$ cat src/hw/rtl/sls_pkg.sv
`timescale 1ns / 1ps
// ----------------------------------------------------------------------------
// sls_pkg
// Shared types and constants of the spring lattice step core: controller
// commands, datapath status, configuration and fixed-point constants.
// ----------------------------------------------------------------------------
package sls_pkg;

   localparam logic [1:0] ACT_LOAD      = 2'd0;
   localparam logic [1:0] ACT_EDGE      = 2'd1;
   localparam logic [1:0] ACT_INTEGRATE = 2'd2;

   localparam logic [1:0] CSR_TENSION = 2'd0;
   localparam logic [1:0] CSR_STEP    = 2'd1;
   localparam logic [1:0] CSR_RETAIN  = 2'd2;

   // 1e-4 in q8.24
   localparam logic [32:0] NEAR_ZERO   = 33'd1678;
   localparam logic [39:0] FORCE_LIMIT = 40'hFF_FFFF_FFFF;

   localparam int ROOT_STEPS = 33;
   localparam int DIV_STEPS  = 24;

   typedef enum logic [4:0] {
      OP_NONE,
      OP_LOAD,
      OP_RD_A,
      OP_RD_B,
      OP_DELTA,
      OP_SQ,
      OP_SQ_ACC,
      OP_ROOT,
      OP_DIFF,
      OP_MUL_P,
      OP_Q,
      OP_MUL_TL,
      OP_TL,
      OP_MUL_TH,
      OP_F,
      OP_DIV_INIT,
      OP_DIV_STEP,
      OP_MUL_CL,
      OP_CL,
      OP_MUL_CH,
      OP_C,
      OP_FRC_RD_A,
      OP_FRC_WR_A,
      OP_FRC_WR_B,
      OP_INT_RD,
      OP_MUL_V,
      OP_VEL_T,
      OP_MUL_F,
      OP_NEW_VEL,
      OP_MUL_P_DT,
      OP_NEW_POS,
      OP_INT_WR
   } sls_op_type;

   typedef struct packed {
      logic       capture;
      sls_op_type op;
      logic [1:0] axis;
   } sls_cmd_type;

   typedef struct packed {
      logic [1:0] action;
      logic       first_ok;
      logic       second_ok;
      logic       near_zero;
   } sls_status_type;

   typedef struct packed {
      logic [32:0] tension;
      logic [23:0] time_step;
      logic [24:0] retain_factor;
   } sls_cfg_type;

endpackage

$ cat src/hw/rtl/sls_ctrl.sv
`timescale 1ns / 1ps
// ----------------------------------------------------------------------------
// sls_ctrl
// Sequencer of the spring lattice step core. Steps the datapath through
// load, edge and integrate work and owns the request and result handshakes.
// ----------------------------------------------------------------------------
module sls_ctrl
   import sls_pkg::*;
(
   input  logic           clock,
   input  logic           reset,
   input  logic           req_valid,
   output logic           req_ready,
   output logic           rsp_valid,
   input  logic           rsp_ready,
   input  sls_status_type status,
   output sls_cmd_type    cmd
);

   typedef enum logic [5:0] {
      S_IDLE, S_DECODE, S_LOAD,
      S_RDA, S_RDB, S_DELTA, S_SQ, S_SQ_ACC, S_ROOT, S_DIFF,
      S_MUL_P, S_Q, S_MUL_TL, S_TL, S_MUL_TH, S_F,
      S_DIV_INIT, S_DIV_STEP, S_MUL_CL, S_CL, S_MUL_CH, S_C,
      S_FRC_RD_A, S_FRC_WR_A, S_FRC_WR_B,
      S_INT_RD, S_MUL_V, S_VEL_T, S_MUL_F, S_NEW_VEL, S_MUL_P_DT, S_NEW_POS, S_INT_WR
   } state_type;

   state_type  state_ff, state_in;
   logic [1:0] axis_ff, axis_in;
   logic [5:0] cnt_ff, cnt_in;
   logic       rsp_valid_ff, rsp_valid_in;

   always_comb begin
      state_in    = state_ff;
      axis_in     = axis_ff;
      cnt_in      = cnt_ff;
      cmd.capture = 1'b0;
      cmd.op      = OP_NONE;
      cmd.axis    = axis_ff;
      rsp_valid_in = rsp_valid_ff & ~rsp_ready;
      unique case (state_ff)
         S_IDLE: begin
            cmd.capture = req_valid;
            if (req_valid) state_in = S_DECODE;
         end
         S_DECODE: begin
            state_in = S_IDLE;
            if (status.action == ACT_LOAD && status.first_ok) begin
               state_in = S_LOAD;
            end else if (status.action == ACT_EDGE && status.first_ok && status.second_ok) begin
               state_in = S_RDA;
            end else if (status.action == ACT_INTEGRATE && status.first_ok) begin
               state_in = S_INT_RD;
            end
            axis_in = 2'd0;
            cnt_in  = 6'd0;
         end
         S_LOAD: begin
            cmd.op   = OP_LOAD;
            state_in = S_IDLE;
         end
         S_RDA: begin
            cmd.op   = OP_RD_A;
            state_in = S_RDB;
         end
         S_RDB: begin
            cmd.op   = OP_RD_B;
            state_in = S_DELTA;
         end
         S_DELTA: begin
            cmd.op   = OP_DELTA;
            state_in = S_SQ;
         end
         S_SQ: begin
            cmd.op   = OP_SQ;
            state_in = S_SQ_ACC;
         end
         S_SQ_ACC: begin
            cmd.op = OP_SQ_ACC;
            if (axis_ff == 2'd2) begin
               axis_in  = 2'd0;
               state_in = S_ROOT;
            end else begin
               axis_in  = axis_ff + 2'd1;
               state_in = S_SQ;
            end
         end
         S_ROOT: begin
            cmd.op = OP_ROOT;
            cnt_in = cnt_ff + 6'd1;
            if (cnt_ff == 6'(ROOT_STEPS - 1)) begin
               cnt_in   = 6'd0;
               state_in = S_DIFF;
            end
         end
         S_DIFF: begin
            if (status.near_zero) begin
               state_in = S_IDLE;
            end else begin
               cmd.op   = OP_DIFF;
               state_in = S_MUL_P;
            end
         end
         S_MUL_P: begin
            cmd.op   = OP_MUL_P;
            state_in = S_Q;
         end
         S_Q: begin
            cmd.op   = OP_Q;
            state_in = S_MUL_TL;
         end
         S_MUL_TL: begin
            cmd.op   = OP_MUL_TL;
            state_in = S_TL;
         end
         S_TL: begin
            cmd.op   = OP_TL;
            state_in = S_MUL_TH;
         end
         S_MUL_TH: begin
            cmd.op   = OP_MUL_TH;
            state_in = S_F;
         end
         S_F: begin
            cmd.op   = OP_F;
            state_in = S_DIV_INIT;
         end
         S_DIV_INIT: begin
            cmd.op   = OP_DIV_INIT;
            state_in = S_DIV_STEP;
         end
         S_DIV_STEP: begin
            cmd.op = OP_DIV_STEP;
            cnt_in = cnt_ff + 6'd1;
            if (cnt_ff == 6'(DIV_STEPS - 1)) begin
               cnt_in   = 6'd0;
               state_in = S_MUL_CL;
            end
         end
         S_MUL_CL: begin
            cmd.op   = OP_MUL_CL;
            state_in = S_CL;
         end
         S_CL: begin
            cmd.op   = OP_CL;
            state_in = S_MUL_CH;
         end
         S_MUL_CH: begin
            cmd.op   = OP_MUL_CH;
            state_in = S_C;
         end
         S_C: begin
            cmd.op = OP_C;
            if (axis_ff == 2'd2) begin
               axis_in  = 2'd0;
               state_in = S_FRC_RD_A;
            end else begin
               axis_in  = axis_ff + 2'd1;
               state_in = S_DIV_INIT;
            end
         end
         S_FRC_RD_A: begin
            cmd.op   = OP_FRC_RD_A;
            state_in = S_FRC_WR_A;
         end
         S_FRC_WR_A: begin
            cmd.op   = OP_FRC_WR_A;
            state_in = S_FRC_WR_B;
         end
         S_FRC_WR_B: begin
            cmd.op   = OP_FRC_WR_B;
            state_in = S_IDLE;
         end
         S_INT_RD: begin
            cmd.op   = OP_INT_RD;
            state_in = S_MUL_V;
         end
         S_MUL_V: begin
            cmd.op   = OP_MUL_V;
            state_in = S_VEL_T;
         end
         S_VEL_T: begin
            cmd.op   = OP_VEL_T;
            state_in = S_MUL_F;
         end
         S_MUL_F: begin
            cmd.op   = OP_MUL_F;
            state_in = S_NEW_VEL;
         end
         S_NEW_VEL: begin
            cmd.op   = OP_NEW_VEL;
            state_in = S_MUL_P_DT;
         end
         S_MUL_P_DT: begin
            cmd.op   = OP_MUL_P_DT;
            state_in = S_NEW_POS;
         end
         S_NEW_POS: begin
            cmd.op = OP_NEW_POS;
            if (axis_ff == 2'd2) begin
               axis_in  = 2'd0;
               state_in = S_INT_WR;
            end else begin
               axis_in  = axis_ff + 2'd1;
               state_in = S_MUL_V;
            end
         end
         S_INT_WR: begin
            // wait for the result register to drain
            if (!rsp_valid_ff || rsp_ready) begin
               cmd.op       = OP_INT_WR;
               rsp_valid_in = 1'b1;
               state_in     = S_IDLE;
            end
         end
         default: state_in = S_IDLE;
      endcase
   end

   always_ff @(posedge clock) begin
      if (reset) begin
         state_ff     <= S_IDLE;
         axis_ff      <= 2'd0;
         cnt_ff       <= 6'd0;
         rsp_valid_ff <= 1'b0;
      end else begin
         state_ff     <= state_in;
         axis_ff      <= axis_in;
         cnt_ff       <= cnt_in;
         rsp_valid_ff <= rsp_valid_in;
      end
   end

   assign req_ready = (state_ff == S_IDLE);
   assign rsp_valid = rsp_valid_ff;

endmodule

$ cat config.mk
export PLATFORM = sky130hd
export DESIGN_NAME = sls_ctrl
export DESIGN_NICKNAME = d
export VERILOG_FILES = /design/src/hw/rtl/sls_pkg.sv /design/src/hw/rtl/sls_ctrl.sv
export SDC_FILE = /design/constraint.sdc
export NUM_CORES = 1
export LEC_CHECK = 0
export BUFFER_PORTS_ARGS = -buffer_cell sky130_fd_sc_hd__buf_2
export CORE_MARGIN = 2
export CORE_UTILIZATION = 50
export CTS_CLUSTER_SIZE = 20
export DETAILED_ROUTE_END_ITERATION = 10
export PLACE_DENSITY = 0.76
export SLEW_MARGIN = 25
export SYNTH_ARGS = -nofsm -noshare
export SYNTH_HDL_FRONTEND = slang
export SYNTH_SLANG_ARGS = --single-unit
$ cat constraint.sdc
create_clock -name clock -period 1.8 [get_ports clock]
set_clock_uncertainty 0.2 [all_clocks]
set_input_delay 0.09 -clock clock [delete_from_list [all_inputs] [get_ports clock]]
set_output_delay 0.09 -clock clock [all_outputs]
set_load 0.05 [all_outputs]
==> qor.yml <==
end_kind: "output port"
utilization_pct: 91.8
post-route-min-period_ps: 2080
path_buf_inv: 2
grt_pass1_wl_um: 7470
synth_top_area_cell: "dfxtp_1"
arrival_ps: 1790
ios: 19
die_width_um: 53.4
critical_path.cell_chain: "buf_6, or2_4, o2bb2ai_1, a21oi_2, o221ai_2, buf_6"
mappedNetlistNets: 185
r2r-end: "cnt_ff[5]"
finalHoldViolCount: 0
synthAdderAreaFrac_pct: 2.05
min_path_cells: 3
cp_slowest_cell: "dfxtp_4"
r2r_start: "state_ff[0]"
nNetsFinal: 240
synthMuxAreaShare_pct: 1.64
cpPeakStageDelay_ps: 380
track_usage_pct: 37.0
vdd_drop_max_mv: 0.610
numCtsBuffers: 3
fp.dieH_um: 53.4
cpMostUsedCell: "buf_6"
num_rows: 17
grt_start_max_net_pins: 15
rrSetupSlack_ps: -270
hold_path.class: "in -> reg"
synth_top_family_by_area: "simple AND/OR/NAND/NOR gates"
grt_overflow: 0
async_flop_share_pct: 0
clockBufferDepth: 2
synthXorXnorAreaFrac_pct: 2.16
ys_seq_elements: 15
synth_edf_count: 0
worst_slew_margin_rel_pct: 66.3
synth-compound-area-share_pct: 28.6
first_global_vias: 1573
route.detailed.wl_per_inst_um: 24.2
drive_gt1_share_pct: 50.9
timing.fmax_mhz: 480
power_mw: 1.02
rsz0062_at_grt: "true"
crit_start: "state_ff[0]"
route.final.wire_length_um: 6200
cts_root_buffer: "clkbuf_4"
cts_sinks: 15
dp_hpwl_um: 2850
drt_iter0_markers: 222
tightest_slew_ps: 505
yosys.area_share.simple_pct: 33.7
violations: "setup timing"
finalNonFillerCells: 256
layout_common_cells: "buf_4, nor2_1, a21oi_1, buf_6, buf_2"
syn-cell-area_um2: 1220
cts_tree: "done"
netlist.area_leader.share_pct: 24.6
h-tree-depth: 1
initial_core_util_pct: 54.1
status: "complete, but fails checks"
antenna_found_initial: 1
min_to: "state_ff[4]"
synth_area_leaders: "dfxtp_1, a21oi_1, nor2_1"
cp_max_fo: 4
hold_ws_ps: 90.3
clk_pin_slew_ps: 110
final_common_cell: "buf_4"
ant_nets: 0
drt_pass1_iterations: 6
final-max-slew-violation-count: 0
min_period_over_period_pct: 116
clk_latency_ps: 310
dp_cells: 238
gp_congestion: 1.01
n_antenna_cell: 0
ys_seq_area_share_pct: 24.6
synthCells: 174
required_ps: 1510
syn-mean-instance-area_um2: 7.00
setup_ws_ps: -283
p_leak_nw: 0.789
cp-start-kind: "flop"
core_um2: 2250
maxCapViolations: 0
min_from: "status[4]"
design.die.area_um2: 2850
power.density_nw_per_um2: 492
synth_cell_types: 46
cpLargestDelayFamily: "compound AO/OA/AOI/OAI gates"
synth_warnings: 0
finalSetupViolCount: 20
viasPerCell: 7.26
syn2layout_area_growth_pct: 69.9
dr_total_vias: 1858
reg2reg_depth: 6
numPortBuffers: 18
worst-setup-path-type: "reg -> out"
dominantRegCellSynth: "dfxtp_1"
drc: 0
-- final cells by class --
class	instances	area (um^2)
flip-flops and latches	15	314
repair buffers	61	544
multi-input cells	138	1110
clock buffers	4	26.3
well taps	28	35.0
fillers	77	184
inverters	10	37.5
-- how the worst max path moves through the flow --
stage,endpoint,depth (start not counted)
after detailed placement,cnt_ff[3],5
after floorplan,cmd[5],5
after global placement,cmd[5],6
final,cmd[5],6
after CTS,cmd[5],5
after global routing,cmd[5],6
-- logic make-up (layout without fill, tap and decap cells) --
family	after synthesis	count (layout)
xor+xnor	3	3
fa+ha+maj	2	2
simple gates	76	76
buf+inv	21	75
compound gates	55	55
flops	15	15
mux	2	2
-- per-stage QoR --
step           instance area (um^2)  TNS, ps  setup slack (ps)
2_1_floorplan                  1250     -197              -129
3_3_place_gp                   1550    -26.8             -16.6
3_5_place_dp                   1550     -182             -51.0
4_1_cts                        1780     -702              -148
5_1_grt                        2070    -3660              -438
6_report                       2070    -2770              -283
-- power by group --
group / internal [mW] / total, mW / leakage, nW / switching [mW]
sequential: 0.338 / 0.350 / 0.124 / 0.0126
combinational: 0.205 / 0.445 / 0.650 / 0.241
clock: 0.0866 / 0.223 / 0.0150 / 0.136
total: 0.629 / 1.02 / 0.789 / 0.390
-- state kept, by name (all words and copies together), names as in the netlist --
register	cells
cnt_ff	6
state_ff	6
axis_ff	2
rsp_valid	1
-- cell usage after synthesis (all sizes together), types with 5 or more instances --
cell type   n
nor3        6
clkbuf      8
inv        10
o21ai      12
a31oi       5
nor2b       6
dfxtp      15
nand3       9
nand2      12
nor2       19
nand2b      5
a21oi      20
-- worst min-delay path, cell delays in order --
cell and delay [ps]:
buf_2 140, a41oi_2 170, a21oi_2 150
-- metal layers --
metal  wire length [um]  vias to the layer above  GRT usage (%)
li1                   -                      737              -
met1               2110                      849           42.9
met2               2780                      203           58.6
met3                787                       67           11.9
met4                506                        2           21.8
met5                 13                        -              0
-- repair_timing --
item	in CTS	in global routing
hold endpoints to repair	12	0
pin swaps	4	16
hold buffers	3	0
gates resized for setup	40	51
setup buffers	4	8
cloned	0	0
endpoints found under the setup margin	13	18
No activity file was read; power rests on OpenSTA's default activity.
